==> src/hdl/byte_pattern_first_match_defines.svh <==
// ----------------------------------------------------------------------------
// Byte pattern first match - assertion macros
// Shared assertion helpers; each expands to one labeled concurrent assertion
// clocked on clk and disabled while arst_n is low.
// ----------------------------------------------------------------------------
`ifndef BYTE_PATTERN_FIRST_MATCH_DEFINES_SVH
`define BYTE_PATTERN_FIRST_MATCH_DEFINES_SVH

// Same-cycle implication.
`define BPFM_ASSERT_NOW(lbl, ante, cons, msg) \
	lbl: assert property (@(posedge clk) disable iff (!arst_n) (ante) |-> (cons)) \
		else $error(msg);

// Next-cycle implication.
`define BPFM_ASSERT_NEXT(lbl, ante, cons, msg) \
	lbl: assert property (@(posedge clk) disable iff (!arst_n) (ante) |=> (cons)) \
		else $error(msg);

`endif

==> src/hdl/bpfm_pkg.sv <==
// ----------------------------------------------------------------------------
// Byte pattern first match - package
// Sizes, register indexes, beat types and the pattern alignment helper.
// ----------------------------------------------------------------------------
package bpfm_pkg;

	localparam int MAX_PATTERN = 16;
	localparam int OFFSET_BITS = 32;
	localparam int BYTE_W      = 8;
	localparam int PAT_BYTES   = 16;
	localparam int PAT_IDX_W   = 4;
	localparam int LEN_W       = 5;
	localparam int OFFSET_W    = 32;
	localparam int CFG_DATA_W  = 64;
	localparam int CFG_IDX_W   = 2;

	typedef enum logic [CFG_IDX_W-1:0] {
		REG_PAT_LOW  = 2'd0,
		REG_PAT_HIGH = 2'd1,
		REG_PAT_LEN  = 2'd2
	} cfg_reg_t;

	typedef struct packed {
		logic [BYTE_W-1:0] data_byte;
		logic              first_of_buffer;
		logic              last_of_buffer;
	} item_t;

	typedef struct packed {
		logic                found;
		logic [OFFSET_W-1:0] match_offset;
	} result_t;

	// Pattern byte that lines up with window position `pos` for a pattern of
	// `len` bytes: the newest byte meets the last pattern byte.
	function automatic logic [BYTE_W-1:0] expected_byte(
		input logic [CFG_DATA_W-1:0] pat_low,
		input logic [CFG_DATA_W-1:0] pat_high,
		input logic [LEN_W-1:0]      len,
		input logic [LEN_W-1:0]      pos
	);
		logic [PAT_IDX_W-1:0]        idx;
		logic [2*CFG_DATA_W-1:0]     both;
		idx  = PAT_IDX_W'(len - LEN_W'(1) - pos);
		both = {pat_high, pat_low};
		return both[{idx, 3'b000} +: BYTE_W];
	endfunction

endpackage

==> src/hdl/bpfm_cell.sv <==
// ----------------------------------------------------------------------------
// Byte pattern first match - window cell
// Holds one window byte, passes it to the next cell on each accepted beat and
// folds its own byte compare into the running match chain.
// ----------------------------------------------------------------------------
module bpfm_cell (
	input  logic                    clk,
	input  logic                    arst_n,
	input  logic                    shift,
	input  logic [bpfm_pkg::BYTE_W-1:0] byte_in,
	input  logic [bpfm_pkg::BYTE_W-1:0] expected,
	input  logic                    compare_en,
	input  logic                    match_in,
	output logic [bpfm_pkg::BYTE_W-1:0] byte_out,
	output logic                    match_out
);
	import bpfm_pkg::*;

	logic [BYTE_W-1:0] window_q;

	always_ff @(posedge clk or negedge arst_n) begin
		if (!arst_n) begin
			window_q <= '0;
		end else if (shift) begin
			window_q <= byte_in;
		end
	end

	assign byte_out  = window_q;
	// cells past the pattern length always agree
	assign match_out = match_in & (~compare_en | (window_q == expected));

endmodule

==> src/hdl/byte_pattern_first_match.sv <==
// ----------------------------------------------------------------------------
// Byte pattern first match - top level
// Streams a buffer one byte per beat and reports where a configured pattern
// of up to 16 bytes first occurs, or that the buffer ended without it.
// ----------------------------------------------------------------------------
// Usage: load the pattern registers while the block is idle, then stream the
// buffer, marking its first byte with first_of_buffer and its final byte with
// last_of_buffer. The block takes one byte every cycle unless item_stall is
// high. Each buffer yields at most one result beat: found=1 with the match
// start offset the moment the window first equals the pattern, or found=0
// with offset 0 on the final byte when no match was seen. An empty pattern
// matches at offset 0 on the first byte; lengths above 16 act as 16. An
// accepted byte is judged in stage 1 and its result beat is then held in the
// output register. The window is a row of 16 byte cells that shift on every
// accepted beat and all compare in parallel in the cycle after, so the rate
// is set by that single compare stage plus the output register: one byte per
// cycle whenever result_stall is low. While a result beat waits in the output
// register a second result-bearing byte can sit in the compare stage; only
// then is item_stall raised. Bytes that produce no result never wait. The
// byte count saturates at its maximum and offsets are taken from the saturated count.
// ----------------------------------------------------------------------------
`include "byte_pattern_first_match_defines.svh"

module byte_pattern_first_match (
	input  logic                                   clk,
	input  logic                                   arst_n,
	// configuration write channel
	input  logic                                   cfg_valid,
	output logic                                   cfg_ready,
	input  logic [bpfm_pkg::CFG_IDX_W-1:0]         cfg_index,
	input  logic [bpfm_pkg::CFG_DATA_W-1:0]        cfg_data,
	// byte stream
	input  logic                                   item_valid,
	output logic                                   item_stall,
	input  bpfm_pkg::item_t                        item,
	// result stream
	output logic                                   result_valid,
	input  logic                                   result_stall,
	output bpfm_pkg::result_t                      result
);
	import bpfm_pkg::*;

	// configuration registers
	logic [CFG_DATA_W-1:0] pat_low_q;
	logic [CFG_DATA_W-1:0] pat_high_q;
	logic [LEN_W-1:0]      pat_len_q;
	logic [LEN_W-1:0]      len_use;

	// stage 1: the accepted byte sits in the window, its flags here
	logic                  valid_s1;
	logic                  first_s1;
	logic                  last_s1;

	logic [OFFSET_BITS-1:0] count_q;
	logic [OFFSET_BITS-1:0] count_base;
	logic                   reported_q;

	logic                  item_accept;
	logic                  cfg_write;
	logic                  rep_eff;
	logic                  win_equal;
	logic                  has_result;
	logic                  s1_found;
	logic [OFFSET_W-1:0]   s1_offset;
	logic                  s1_advance;
	logic                  out_free;

	logic                  result_valid_q;
	result_t               result_q;

	logic [BYTE_W-1:0]     cell_byte [MAX_PATTERN+1];
	logic                  cell_match [MAX_PATTERN+1];

	// ---------------------------------------------------------------- config
	assign cfg_ready = 1'b1;
	assign cfg_write = cfg_valid & cfg_ready;

	always_ff @(posedge clk or negedge arst_n) begin
		if (!arst_n) begin
			pat_low_q  <= '0;
			pat_high_q <= '0;
			pat_len_q  <= '0;
		end else if (cfg_write) begin
			unique case (cfg_index)
				REG_PAT_LOW:  pat_low_q  <= cfg_data;
				REG_PAT_HIGH: pat_high_q <= cfg_data;
				REG_PAT_LEN:  pat_len_q  <= cfg_data[LEN_W-1:0];
				default:      ;
			endcase
		end
	end

	// clamp oversize lengths to the window depth
	assign len_use = (pat_len_q > LEN_W'(MAX_PATTERN)) ? LEN_W'(MAX_PATTERN) : pat_len_q;

	// ------------------------------------------------------------ handshakes
	// The output register frees up when empty or when its beat is taken.
	assign out_free    = ~result_valid_q | ~result_stall;
	// A byte with nothing to report always leaves stage 1.
	assign s1_advance  = valid_s1 & (out_free | ~has_result);
	// Hold the input only while stage 1 is stuck behind a waiting result.
	assign item_stall  = valid_s1 & ~s1_advance;
	assign item_accept = item_valid & ~item_stall;

	// ---------------------------------------------------------- window cells
	// Cell 0 takes the newest byte; each cell hands its byte to the next.
	assign cell_byte[0]  = item.data_byte;
	assign cell_match[0] = 1'b1;

	for (genvar j = 0; j < MAX_PATTERN; j++) begin : g_cell
		localparam logic [LEN_W-1:0] CellIdx = LEN_W'(j);
		logic [BYTE_W-1:0] shifted;

		bpfm_cell u_cell (
			.clk        (clk),
			.arst_n     (arst_n),
			.shift      (item_accept),
			.byte_in    (cell_byte[j]),
			.expected   (expected_byte(pat_low_q, pat_high_q, len_use, CellIdx)),
			.compare_en (CellIdx < len_use),
			.match_in   (cell_match[j]),
			.byte_out   (shifted),
			.match_out  (cell_match[j+1])
		);

		assign cell_byte[j+1] = shifted;
	end

	assign win_equal = cell_match[MAX_PATTERN];

	// ------------------------------------------------------------- byte count
	// Restart on the first byte of a buffer, saturate at the top.
	assign count_base = item.first_of_buffer ? '0 : count_q;

	always_ff @(posedge clk or negedge arst_n) begin
		if (!arst_n) begin
			count_q <= '0;
		end else if (item_accept) begin
			if (count_base != '1) begin
				count_q <= count_base + OFFSET_BITS'(1);
			end else begin
				count_q <= count_base;
			end
		end
	end

	// ---------------------------------------------------------------- stage 1
	always_ff @(posedge clk or negedge arst_n) begin
		if (!arst_n) begin
			valid_s1 <= 1'b0;
			first_s1 <= 1'b0;
			last_s1  <= 1'b0;
		end else begin
			if (item_accept) begin
				valid_s1 <= 1'b1;
				first_s1 <= item.first_of_buffer;
				last_s1  <= item.last_of_buffer;
			end else if (s1_advance) begin
				valid_s1 <= 1'b0;
			end
		end
	end

	// A new buffer drops the latch before its first byte is judged.
	assign rep_eff = first_s1 ? 1'b0 : reported_q;

	always_comb begin
		s1_found  = 1'b0;
		s1_offset = '0;
		if (len_use == '0) begin
			s1_found = 1'b1;
		end else if ((count_q >= OFFSET_BITS'(len_use)) && win_equal) begin
			s1_found  = 1'b1;
			s1_offset = OFFSET_W'(count_q - OFFSET_BITS'(len_use));
		end
		has_result = ~rep_eff & (s1_found | last_s1);
	end

	always_ff @(posedge clk or negedge arst_n) begin
		if (!arst_n) begin
			reported_q <= 1'b0;
		end else if (s1_advance) begin
			reported_q <= rep_eff | has_result;
		end
	end

	// -------------------------------------------------------- output register
	always_ff @(posedge clk or negedge arst_n) begin
		if (!arst_n) begin
			result_valid_q <= 1'b0;
		end else if (s1_advance && has_result) begin
			result_valid_q <= 1'b1;
		end else if (!result_stall) begin
			result_valid_q <= 1'b0;
		end
	end

	always_ff @(posedge clk) begin
		if (s1_advance && has_result) begin
			result_q.found        <= s1_found;
			result_q.match_offset <= s1_offset;
		end
	end

	assign result_valid = result_valid_q;
	assign result       = result_q;

	// -------------------------------------------------------------- assertions
	`BPFM_ASSERT_NOW(a_notfound_zero, result_valid && !result.found, result.match_offset == '0, "not-found beat carries a nonzero offset")
	`BPFM_ASSERT_NOW(a_stall_needs_s1, item_stall, valid_s1 && has_result && result_valid, "input held without a waiting result")
	`BPFM_ASSERT_NEXT(a_count_monotonic, item_accept && !item.first_of_buffer, count_q >= $past(count_q), "byte count went backward inside a buffer")

endmodule
==> config.mk <==
export PLATFORM = sky130hd
export DESIGN_NAME = byte_pattern_first_match
export DESIGN_NICKNAME = d
export VERILOG_FILES = /design/src/hdl/bpfm_pkg.sv /design/src/hdl/bpfm_cell.sv /design/src/hdl/byte_pattern_first_match.sv
export VERILOG_INCLUDE_DIRS = /design/src /design/src/hdl
export SDC_FILE = /design/constraint.sdc
export NUM_CORES = 1
export LEC_CHECK = 0
export BUFFER_PORTS_ARGS = -buffer_cell sky130_fd_sc_hd__buf_2
export CORE_ASPECT_RATIO = 1.5
export CORE_MARGIN = 5
export CORE_UTILIZATION = 63
export DETAILED_ROUTE_END_ITERATION = 8
export PLACE_DENSITY_LB_ADDON = 0.12
export SLEW_MARGIN = 0
export SYNTH_ARGS = -nofsm -noshare
export SYNTH_HDL_FRONTEND = slang
export SYNTH_SLANG_ARGS = --single-unit
export TNS_END_PERCENT = 100
==> constraint.sdc <==
create_clock -name clk -period 10.8 [get_ports clk]
set_input_delay 3.24 -clock clk [delete_from_list [all_inputs] [get_ports clk]]
set_output_delay 3.24 -clock clk [all_outputs]
set_load 0.05 [all_outputs]
==> After elaboration in Yosys (flattened, before gate mapping) <==
Index checks and enable logic that the tools add are counted.
{ "totals": {"register_bits": 331, "inputBits": 81, "output_inout_bits": 36, "elab_cells": 180} }
{ "op_classes": {"add_sub_neg": 18, "n_lt_le_gt_ge": 18, "n_eq_ne": 20, "shift": 16, "muxes": 10, "bitwise_logic": 62, "n_reduce_logical": 9} }
{ "ops": {"columns": ["op", "count"], "rows": [
  ["128-bit by 8-bit variable part select with 8-bit output", 16],
  ["8-bit == test", 16],
  ["32-bit two-way mux", 2],
  ["4-bit by 5-bit less-than comparator with 1-bit output (first input constant)", 8],
  ["32-bit by 1-bit adder with 32-bit output (second input constant)", 1],
  ["32-bit by 5-bit >= comparator with 1-bit output", 1],
  ["32-bit != test (second input constant)", 1],
  ["32-bit by 5-bit subtractor with 32-bit output", 1],
  ["4-bit subtractor (second input constant)", 8],
  ["1-bit inverter", 23],
  ["3-bit by 5-bit less-than comparator with 1-bit output (first input constant)", 4],
  ["1-bit OR", 20],
  ["1-bit bitwise AND", 19],
  ["4-bit by 3-bit subtractor with 4-bit output (second input constant)", 4],
  ["1-bit by 5-bit less-than comparator with 1-bit output (first input constant)", 2],
  ["2-bit by 5-bit less-than comparator with 1-bit output (first input constant)", 2],
  ["4-bit by 1-bit subtractor with 4-bit output (second input constant)", 2],
  ["4-bit by 2-bit subtractor with 4-bit output (second input constant)", 2],
  ["1-bit two-way mux", 7],
  ["2-bit AND reduction", 3],
  ["5-bit greater-than comparator (second input constant)", 1],
  ["5-bit zero test", 1],
  ["5-bit two-way mux", 1],
  ["2-bit by 1-bit == test with 1-bit output (second input constant)", 1],
  ["6 further kinds", 7]
]} }

==> Depth between registers and ports, before layout <==
Gate-level depths: netlist (run 1).
{ "logic_depth": {"word_depth": 35, "depth_mapped": 32, "mapped_depth_nobuf": 19} }

==> Hierarchy <==
From an unflattened synthesis (run 1), not the netlist that was laid out.
{ "unflattened": {"hier_cells": 1776, "area_unflattened_um2": 21430.6} }
{ "modules_own_cells": {"columns": ["mod", "n_inst", "cells_each", "area_each_um2", "seq_area_each_um2"], "rows": [
  ["byte_pattern_first_match", 1, 1312, 15204.6, 5245.0],
  ["bpfm_cell", 16, 29, 389.1, 200.2]
]} }

==> Least setup slack after synthesis (run 1) <==
No wires, ideal clock.
{ "synth_timing": {"path_type": "reg2out", "from": "reg pat_len_q[0]", "to": "out item_stall", "t_arrival_ns": 6.375, "required_ns": 7.560, "path_slack_ns": 1.185, "path_stages_with_launch": 29, "path_buffers": 12, "path_cell_list": "dfrtp_1 -> buf_6 -> nor2b_4 -> buf_6 -> inv_4 -> buf_2 -> buf_2 -> buf_2 -> buf_2 -> ha_1 -> clkbuf_1 -> clkinv_1 -> buf_1 -> buf_2 -> ha_1 -> buf_2 -> or4_4 -> and4_4 -> or2_1 -> buf_4 -> buf_6 -> mux2i_1 -> a2bb2oi_1 -> nand4_1 -> nor4_1 -> nand3_1 -> a31oi_1 -> a21boi_2 -> nor2_1"} }
{ "synth_between": {"elab_chain_len": 32, "elab_cells_between_ends": 125, "classes_between": "add/sub (16); order compare (18); eq/ne (16); shift (16); mux (3); bitwise (54); reduce/logical (2)"} }
{ "synth_lines": {"columns": ["element", "line", "rtl"], "rows": [
  ["start, declared", "byte_pattern_first_match.sv:46", "logic [LEN_W-1:0] pat_len_q;"],
  ["start signal, assigned", "byte_pattern_first_match.sv:87", "REG_PAT_LEN: pat_len_q <= cfg_data[LEN_W-1:0];"],
  ["5-bit greater-than comparator", "byte_pattern_first_match.sv:94", "assign len_use = (pat_len_q > LEN_W'(MAX_PATTERN)) ? LEN_W'(MAX_PATTERN) : pat_len_q;"],
  ["5-bit two-way mux *", "byte_pattern_first_match.sv:94", null],
  ["4-bit by 1-bit subtractor with 4-bit output (2 in a row)", "bpfm_pkg.sv:44", "idx = PAT_IDX_W'(len - LEN_W'(1) - pos);"],
  ["128-bit by 8-bit variable part select with 8-bit output", "bpfm_pkg.sv:46", "return both[{idx, 3'b000} +: BYTE_W];"],
  ["8-bit == test", "bpfm_cell.sv:31", "assign match_out = match_in & (~compare_en | (window_q == expected));"],
  ["1-bit OR", "bpfm_cell.sv:31", null],
  ["1-bit bitwise AND (15 in a row)", "bpfm_cell.sv:31", null],
  ["1-bit logical AND", "byte_pattern_first_match.sv:172", "end else if ((count_q >= OFFSET_BITS'(len_use)) && win_equal) begin"],
  ["1-bit two-way mux", "byte_pattern_first_match.sv:172", null],
  ["1-bit two-way mux *", "byte_pattern_first_match.sv:170", "if (len_use == '0) begin"],
  ["1-bit OR *", "byte_pattern_first_match.sv:176", "has_result = ~rep_eff & (s1_found | last_s1);"],
  ["1-bit bitwise AND *", "byte_pattern_first_match.sv:176", null],
  ["1-bit inverter *", "byte_pattern_first_match.sv:100", "assign s1_advance = valid_s1 & (out_free | ~has_result);"],
  ["1-bit OR *", "byte_pattern_first_match.sv:100", null],
  ["1-bit bitwise AND *", "byte_pattern_first_match.sv:100", null],
  ["1-bit inverter *", "byte_pattern_first_match.sv:102", "assign item_stall = valid_s1 & ~s1_advance;"],
  ["1-bit bitwise AND *", "byte_pattern_first_match.sv:102", null],
  ["end, declared", "byte_pattern_first_match.sv:34", "output logic item_stall,"]
]} }
Mark *: on every way between the ends. The rest lies on a longest branch, timed or not.

==> Worst setup path after layout (run 1) <==
{ "layout_timing": {"from": "reg pat_len_q[1]", "to": "out item_stall"} }
The elaborated chain is that of the path after synthesis.

==> flow_summary.json, run 1 <==
{
  "power.switching_mw": 3.53,
  "min_path_type": "flop to flop",
  "p_leak_nw": 10.8,
  "clk_latency_ps": 600,
  "dieArea_um2": 42500,
  "rsz0062_at_grt": "no",
  "pwr-share-clk_pct": 15.3,
  "post-cts-setup-buffers": 0,
  "viasPerCell": 7.25,
  "synth_seq_area_share_pct": 34.9,
  "clock_path_buffers": 3,
  "n_antenna_cell": 0,
  "antenna_found_initial": 2,
  "intPower_mw": 4.06,
  "cts_hold_buf": 0,
  "place_congestion": 1.18,
  "detail_route.wl_per_cell_um": 31.9,
  "num-nets-final": 2365,
  "io_pins": 117,
  "drc": 0,
  "vdd_drop_max_mv": 0.237,
  "endpoint_kind": "output pin",
  "yosys_warnings": 0,
  "status": "finished clean",
  "grt_max_degree": 164,
  "cts_tree": "built",
  "grt_util_all_layers_pct": 41.2,
  "swShare_pct": 46.5,
  "die_y_um": 250,
  "relSlewSlack_pct": 13.1,
  "crit_family": "simple AND/OR/NAND/NOR gates",
  "syn_inst": 2260,
  "drive_gt1_share_pct": 25.8,
  "setup_viol": 0,
  "fp.coreArea_um2": 38200,
  "routed_wl_mm": 88.7,
  "ys_ff_latch": 331,
  "p_comb_share_pct": 55.5,
  "max_cap_violations": 0,
  "max_freq_mhz": 96.5,
  "crit_type": "flop to output pin",
  "avgSynthCellArea_um2": 10.7,
  "hold_viol": 0,
  "start_kind": "flop",
  "syn_area_um2": 24200,
  "numCtsBuffers": 31,
  "cp.required_ps": 7560,
  "period_share_pct": 95.9,
  "finClkSkew_ps": 22.2,
  "drt_iter0_markers": 2494,
  "power_density_nw_per_um2": 294,
  "tightest_slew_ps": 1300,
  "post_cts_resized": 0,
  "critPathArrivalTime_ps": 7120,
  "area_delta_synth_final_pct": 6.56,
  "die_w_um": 170,
  "dr.pass1.iters": 6,
  "drv_slew": 0,
  "worst-path-max-fanout": 23,
  "post-route-min-period_ps": 10360,
  "fin_tns_setup_ps": 0,
  "dp_hpwl_mm": 67.2,
  "portBuffers": 115,
  "ant_nets": 0,
  "yosysUniqueCellTypes": 102,
  "grt_pass1_wl_mm": 130,
  "cp_slowest_cell": "dfrtp_1",
  "async_flop_share_pct": 90.0,
  "critPathMaxStageDelay_ps": 950,
  "ys.flop_type": "dfrtp_1",
  "root_buffer": "clkbuf_16",
  "cts_sinks": 331,
  "grt_pass1_vias": 19900,
  "syn_nets": 2361,
  "htree_levels": 1,
  "clk_pin_slew_ps": 60,
  "pwr-share-seq_pct": 29.2,
  "row_count": 88,
  "final_area_um2": 25800,
  "place_area_um2": 24700,
  "crit_chain": "nand2b_1, ha_1, ha_1, nor4b_1, nor4_1, nor2_2, mux4_2, xor2_1, nor4_1, and4_1, a211oi_1, a31oi_1, a21boi_2, nor2_1, buf_2",
  "initial_core_util_pct": 63.3,
  "num_vias": 20200,
  "overflow": 0,
  "cp_num_buf_inv": 1,
  "synth-edff-count": 33
}
state kept, by name, indices dropped and copies added (netlist names):
register                count
count_q                    32
first_s1                    1
g_cell.u_cell.byte_out    128
last_s1                     1
pat_high_q                 64
pat_len_q                   5
pat_low_q                  64
reported_q                  1
result                     33
result_valid                1
valid_s1                    1
stage by stage:
stage	util [%]	setup slack, ps	total power, mW	hold slack (ps)	cells
2_1_floorplan	-	1180	4.94	479	2260
3_3_place_gp	64.7	1490	6.16	497	2726
3_5_place_dp	64.7	1340	6.25	503	2726
4_1_cts	67.5	624	7.42	521	2782
5_1_grt	67.5	108	7.86	540	2782
6_report	67.5	438	7.58	523	2782
placed cells by master (no fill, tap or decap), drive strengths merged, types with 19 or more instances in the layout:
cell / netlist / layout
a21oi: 56 / 56
o221ai: 29 / 29
xnor2: 113 / 113
mux2i: 162 / 162
dfrtp: 298 / 298
ha: 19 / 19
mux4: 77 / 77
nor2: 104 / 104
nand3: 74 / 74
o21ai: 92 / 92
edfxtp: 33 / 33
nand2: 125 / 125
mux2: 282 / 282
nor4: 23 / 23
and3: 33 / 33
inv: 46 / 48
buf: 86 / 153
o31ai: 31 / 31
a31oi: 36 / 36
clkbuf: 95 / 44
o22ai: 43 / 43
xor2: 42 / 42
a211oi: 30 / 30
nor3: 27 / 27
a22oi: 23 / 23
nand4: 24 / 24
area by class of cell:
type                            count  area, µm²
Multi-Input combinational cell   1700      14600
Fill cell                        2940      12400
Sequential cell                   331       8450
Timing Repair Buffer              153        908
Clock buffer                       44        896
Tap cell                          495        619
Inverter                           47        179
Clock inverter                     12        174
path summary, 6_finish.rpt:
| check | slack (ps) | to | startpoint | cells past startpoint |
|---|---|---|---|---|
| max in group asynchronous | 6860 | pat_high_q[57] | arst_n | 2 |
| max | 440 | item_stall | pat_len_q[1] | 15 |
| min | 520 | g_cell[1].u_cell.byte_out[1] | g_cell[1].u_cell.byte_out[1] | 1 |
| min in group asynchronous | 2610 | count_q[18] | arst_n | 1 |
| max reg2reg | 3160 | g_cell[2].u_cell.byte_out[7] | pat_len_q[1] | 16 |
| min reg2reg | 520 | g_cell[1].u_cell.byte_out[1] | g_cell[1].u_cell.byte_out[1] | 1 |
per-layer routing:
layer | global-route usage, % | up-vias | part of all wire [%]
met2 | 64.7 | 1220 | 46
met4 | 34.3 | 2 | 11
li1 | - | 8557 | -
met5 | 0 | - | 0.0079
met3 | 8.73 | 392 | 9.2
met1 | 47.8 | 9991 | 34
cell usage after synthesis (all sizes together) (5+ instances only):
cell type / instances / area [µm²]
dfrtp: 298 / 7460
mux2: 282 / 3450
mux2i: 162 / 1620
nand2: 125 / 487
xnor2: 113 / 990
nor2: 104 / 408
clkbuf: 95 / 358
o21ai: 92 / 475
buf: 86 / 674
mux4: 77 / 1730
nand3: 74 / 370
a21oi: 56 / 280
inv: 46 / 175
o22ai: 43 / 275
xor2: 42 / 368
a31oi: 36 / 240
and3: 33 / 206
edfxtp: 33 / 991
o31ai: 31 / 238
a211oi: 30 / 225
o221ai: 29 / 260
nor3: 27 / 135
nand4: 24 / 150
a22oi: 23 / 173
nor4: 23 / 159
ha: 19 / 238
and3b: 17 / 149
nor3b: 17 / 138
or3: 17 / 106
and2: 16 / 100
o41ai: 15 / 139
nand2b: 14 / 87.6
nor2b: 13 / 88.8
o211ai: 13 / 97.6
a2bb2oi: 12 / 105
o32ai: 12 / 105
a21boi: 10 / 78.8
o22a: 10 / 87.6
a21o: 9 / 67.6
and4: 8 / 72.6
a211o: 7 / 61.3
or4: 7 / 56.3
o2111ai: 6 / 52.6
or2: 6 / 37.5
o32a: 5 / 50.1
kinds of logic (layout without fill, tap and decap cells):
group | count (synthesis) | after routing | share of synthesized area, %
AOI/OAI and AO/OA | 467 | 467 | 13.5
xor gates and xnor gates | 155 | 155 | 5.61
adders and majority gates | 20 | 20 | 1.07
buffers and inverters | 229 | 256 | 5.04
DFF | 331 | 331 | 34.9
muxes | 521 | 521 | 28.1
other | 1 | 1 | 0.0155
and+or+nand+nor | 536 | 536 | 11.8
power by group through the flow:
stage / clock (mW) / combinational [mW] / sequential, mW
floorplan: 0 / 3.01 / 1.93
detailed placement: 0 / 4.05 / 2.19
global placement: 0 / 3.99 / 2.18
global route: 1.22 / 4.42 / 2.22
CTS: 1.17 / 4.07 / 2.17
finish: 1.16 / 4.21 / 2.21
Power figures use the tool's default switching activity.
==> run 2: changes to the inputs <==
--- a/config.mk
+++ b/config.mk
@@ -9,7 +9,7 @@
 export BUFFER_PORTS_ARGS = -buffer_cell sky130_fd_sc_hd__buf_2
 export CORE_ASPECT_RATIO = 1.5
 export CORE_MARGIN = 5
-export CORE_UTILIZATION = 63
+export CORE_UTILIZATION = 65
 export DETAILED_ROUTE_END_ITERATION = 8
 export PLACE_DENSITY_LB_ADDON = 0.12
 export SLEW_MARGIN = 0
==> constraint.sdc (replaced) <==
create_clock -name clk -period 13 [get_ports clk]
set_input_delay 3.9 -clock clk [delete_from_list [all_inputs] [get_ports clk]]
set_output_delay 3.9 -clock clk [all_outputs]
set_load 0.05 [all_outputs]
==> run 2 against run 1 <==
  * Core utilization rose by 2.6 points
  * Setup slack better by 98 ps
  * Die area decreased by 2.9%
  * Clock-buffer cell count decreased by 4
  * Clock power decreased by 14%
  * Sequential power decreased by 16%
  * Power shrank 16%
  * Via count is 2.0% higher
  * Critical path depth increased by 5
  * Routed wire length up 4.1%
  * Critical endpoint unchanged
==> flow_summary.json, run 2 (same netlist as run 1, synthesis figures left out) <==
{
  "status": "finished clean",
  "max_cap_violations": 0,
  "numCtsBuffers": 31,
  "power_density_nw_per_um2": 247,
  "viasPerCell": 7.41,
  "die_w_um": 168,
  "rsz0062_at_grt": "no",
  "hold_viol": 0,
  "power.switching_mw": 3.01,
  "max_freq_mhz": 80.2,
  "grt_util_all_layers_pct": 43.5,
  "finClkSkew_ps": 22.5,
  "worst-path-max-fanout": 61,
  "largest_reg_flops": 128,
  "root_buffer": "clkbuf_16",
  "htree_levels": 1,
  "n_antenna_cell": 0,
  "final_cell_mix": "dfrtp_1 (297), mux2_2 (197), mux2i_1 (162)",
  "cp_slowest_cell": "dfrtp_4",
  "swShare_pct": 47.2,
  "drv_slew": 0,
  "multi_input_area_um2": 14600,
  "fin_tns_setup_ps": 0,
  "drt_iter0_markers": 2743,
  "start_kind": "flop",
  "drc": 0,
  "antenna_found_initial": 3,
  "clk_latency_ps": 620,
  "dieArea_um2": 41300,
  "vdd_drop_max_mv": 0.161,
  "area_delta_synth_final_pct": 6.58,
  "crit_chain": "nor2b_4, inv_4, ha_1, xnor2_2, buf_4, inv_1, ha_1, and2_1, o21ai_0, and4_4, or2_1, o21ai_0, a221oi_1, a22oi_1, nor4_1, nand3_1, a31oi_1, a21boi_2, nor2_1, buf_2",
  "final_common_cell": "dfrtp_1",
  "pwr-share-clk_pct": 15.6,
  "fp.coreArea_um2": 36800,
  "p_comb_share_pct": 55.2,
  "cts_hold_buf": 0,
  "detail_route.wl_per_cell_um": 33.3,
  "initial_core_util_pct": 65.8,
  "fill_cells": 2620,
  "post_cts_resized": 0,
  "dp_hpwl_mm": 68.9,
  "io_pins": 117,
  "cts_sinks": 331,
  "cts_tree": "built",
  "pre_cts_slack_ps": 1290,
  "post-route-min-period_ps": 12460,
  "critPathArrivalTime_ps": 8560,
  "fin_cells": 2775,
  "p_leak_nw": 10.8,
  "num-nets-final": 2367,
  "die_y_um": 246,
  "overflow": 0,
  "clock_path_buffers": 3,
  "tightest_slew_ps": 1250,
  "cp.required_ps": 9100,
  "worst_r2r_path_depth": 22,
  "holdPathStages": 2,
  "fin_hold_ws_ps": 518,
  "setup_viol": 0,
  "dr.pass1.iters": 6,
  "crit_type": "flop to output pin",
  "totalPowerFinal_mw": 6.37,
  "endpoint_kind": "output pin",
  "row_count": 86,
  "pwr-share-seq_pct": 29.3,
  "grt_pass1_wl_mm": 133,
  "min_path_type": "flop to flop",
  "grt_max_degree": 101,
  "period_share_pct": 95.9,
  "portBuffers": 115,
  "critPathMaxStageDelay_ps": 800,
  "setup_ws_ps": 536,
  "dp_cells": 2716,
  "regArea_um2": 8450,
  "intPower_mw": 3.36,
  "grt_pass1_vias": 20000,
  "routed_wl_mm": 92.3,
  "relSlewSlack_pct": 14.2,
  "drive_gt1_share_pct": 26.2,
  "ant_nets": 0,
  "place_congestion": 1.13,
  "clk_pin_slew_ps": 70,
  "num_vias": 20600
}
==> run 2: changes by cell type in the layout (fill, tap and decap cells not counted) <==
cell,before,now
buf_12,3,1
buf_4,35,39
bufinv_16,4,3
clkbuf_1,7,1
clkbuf_16,32,33
clkbuf_8,5,6
clkinv_2,4,8
clkinv_4,1,2
clkinvlp_4,1,3
inv_4,1,2
inv_6,2,1
==> run 2: critical path: cells and delay by family, from the launching register on <==
| family | cells | cell delay [ps] |
|---|---|---|
| adders and majority gates | 2 | 950 |
| and+or+nand+nor | 7 | 2470 |
| xor gates and xnor gates | 1 | 150 |
| DFF | 1 | 800 |
| AOI/OAI and AO/OA | 6 | 1830 |
| buffers and inverters | 4 | 1670 |
==> run 2: what timing repair did <==
item	CTS	global route
setup buffers	0	1
setup endpoints to repair	0	1
hold endpoints to repair	0	0
==> run 2: layer usage <==
layer | GRT usage [%] | up-vias | wire [µm]
li1 | - | 8566 | -
met1 | 49.7 | 10100 | 30700
met2 | 69.6 | 1441 | 42000
met3 | 10.8 | 449 | 9240
met4 | 34.4 | 4 | 10400
met5 | 0 | - | 33
==> run 2: power by group through the flow <==
stage               Clock (mW)  Combinational [mW]  Sequential [mW]
floorplan                    0                2.50             1.60
global placement             0                3.32             1.83
detailed placement           0                3.37             1.84
CTS                      0.994                3.39             1.83
global route              1.04                3.68             1.86
finish                   0.992                3.52             1.86
==> run 2: stage by stage <==
step,cell area [µm²],util [%]
6_report,25800,70.1
5_1_grt,25800,70.1
4_1_cts,25800,70.0
3_3_place_gp,24700,67.0
3_5_place_dp,24700,67.0
2_1_floorplan,24200,-
==> run 2: final cells by class <==
cell class | count | share of cell area [%]
clock buffers | 40 | 3.54
clock inverters | 18 | 0.718
inverters | 47 | 0.694
multi-input cells | 1700 | 56.4
flip-flops and latches | 331 | 32.8
well taps | 484 | 2.35
repair buffers | 155 | 3.48
==> run 2: final timing paths <==
| kind | slack (ps) | end | start |
|---|---|---|---|
| worst max-delay path | 540 | item_stall | pat_len_q[0] |
| worst min-delay path | 520 | result_valid | result_valid |
| max in group asynchronous | 8160 | pat_len_q[0] | arst_n |
| worst min register to register | 520 | result_valid | result_valid |
| worst max register to register | 3360 | g_cell[9].u_cell.byte_out[5] | pat_len_q[0] |
| min in group asynchronous | 3320 | count_q[12] | arst_n |
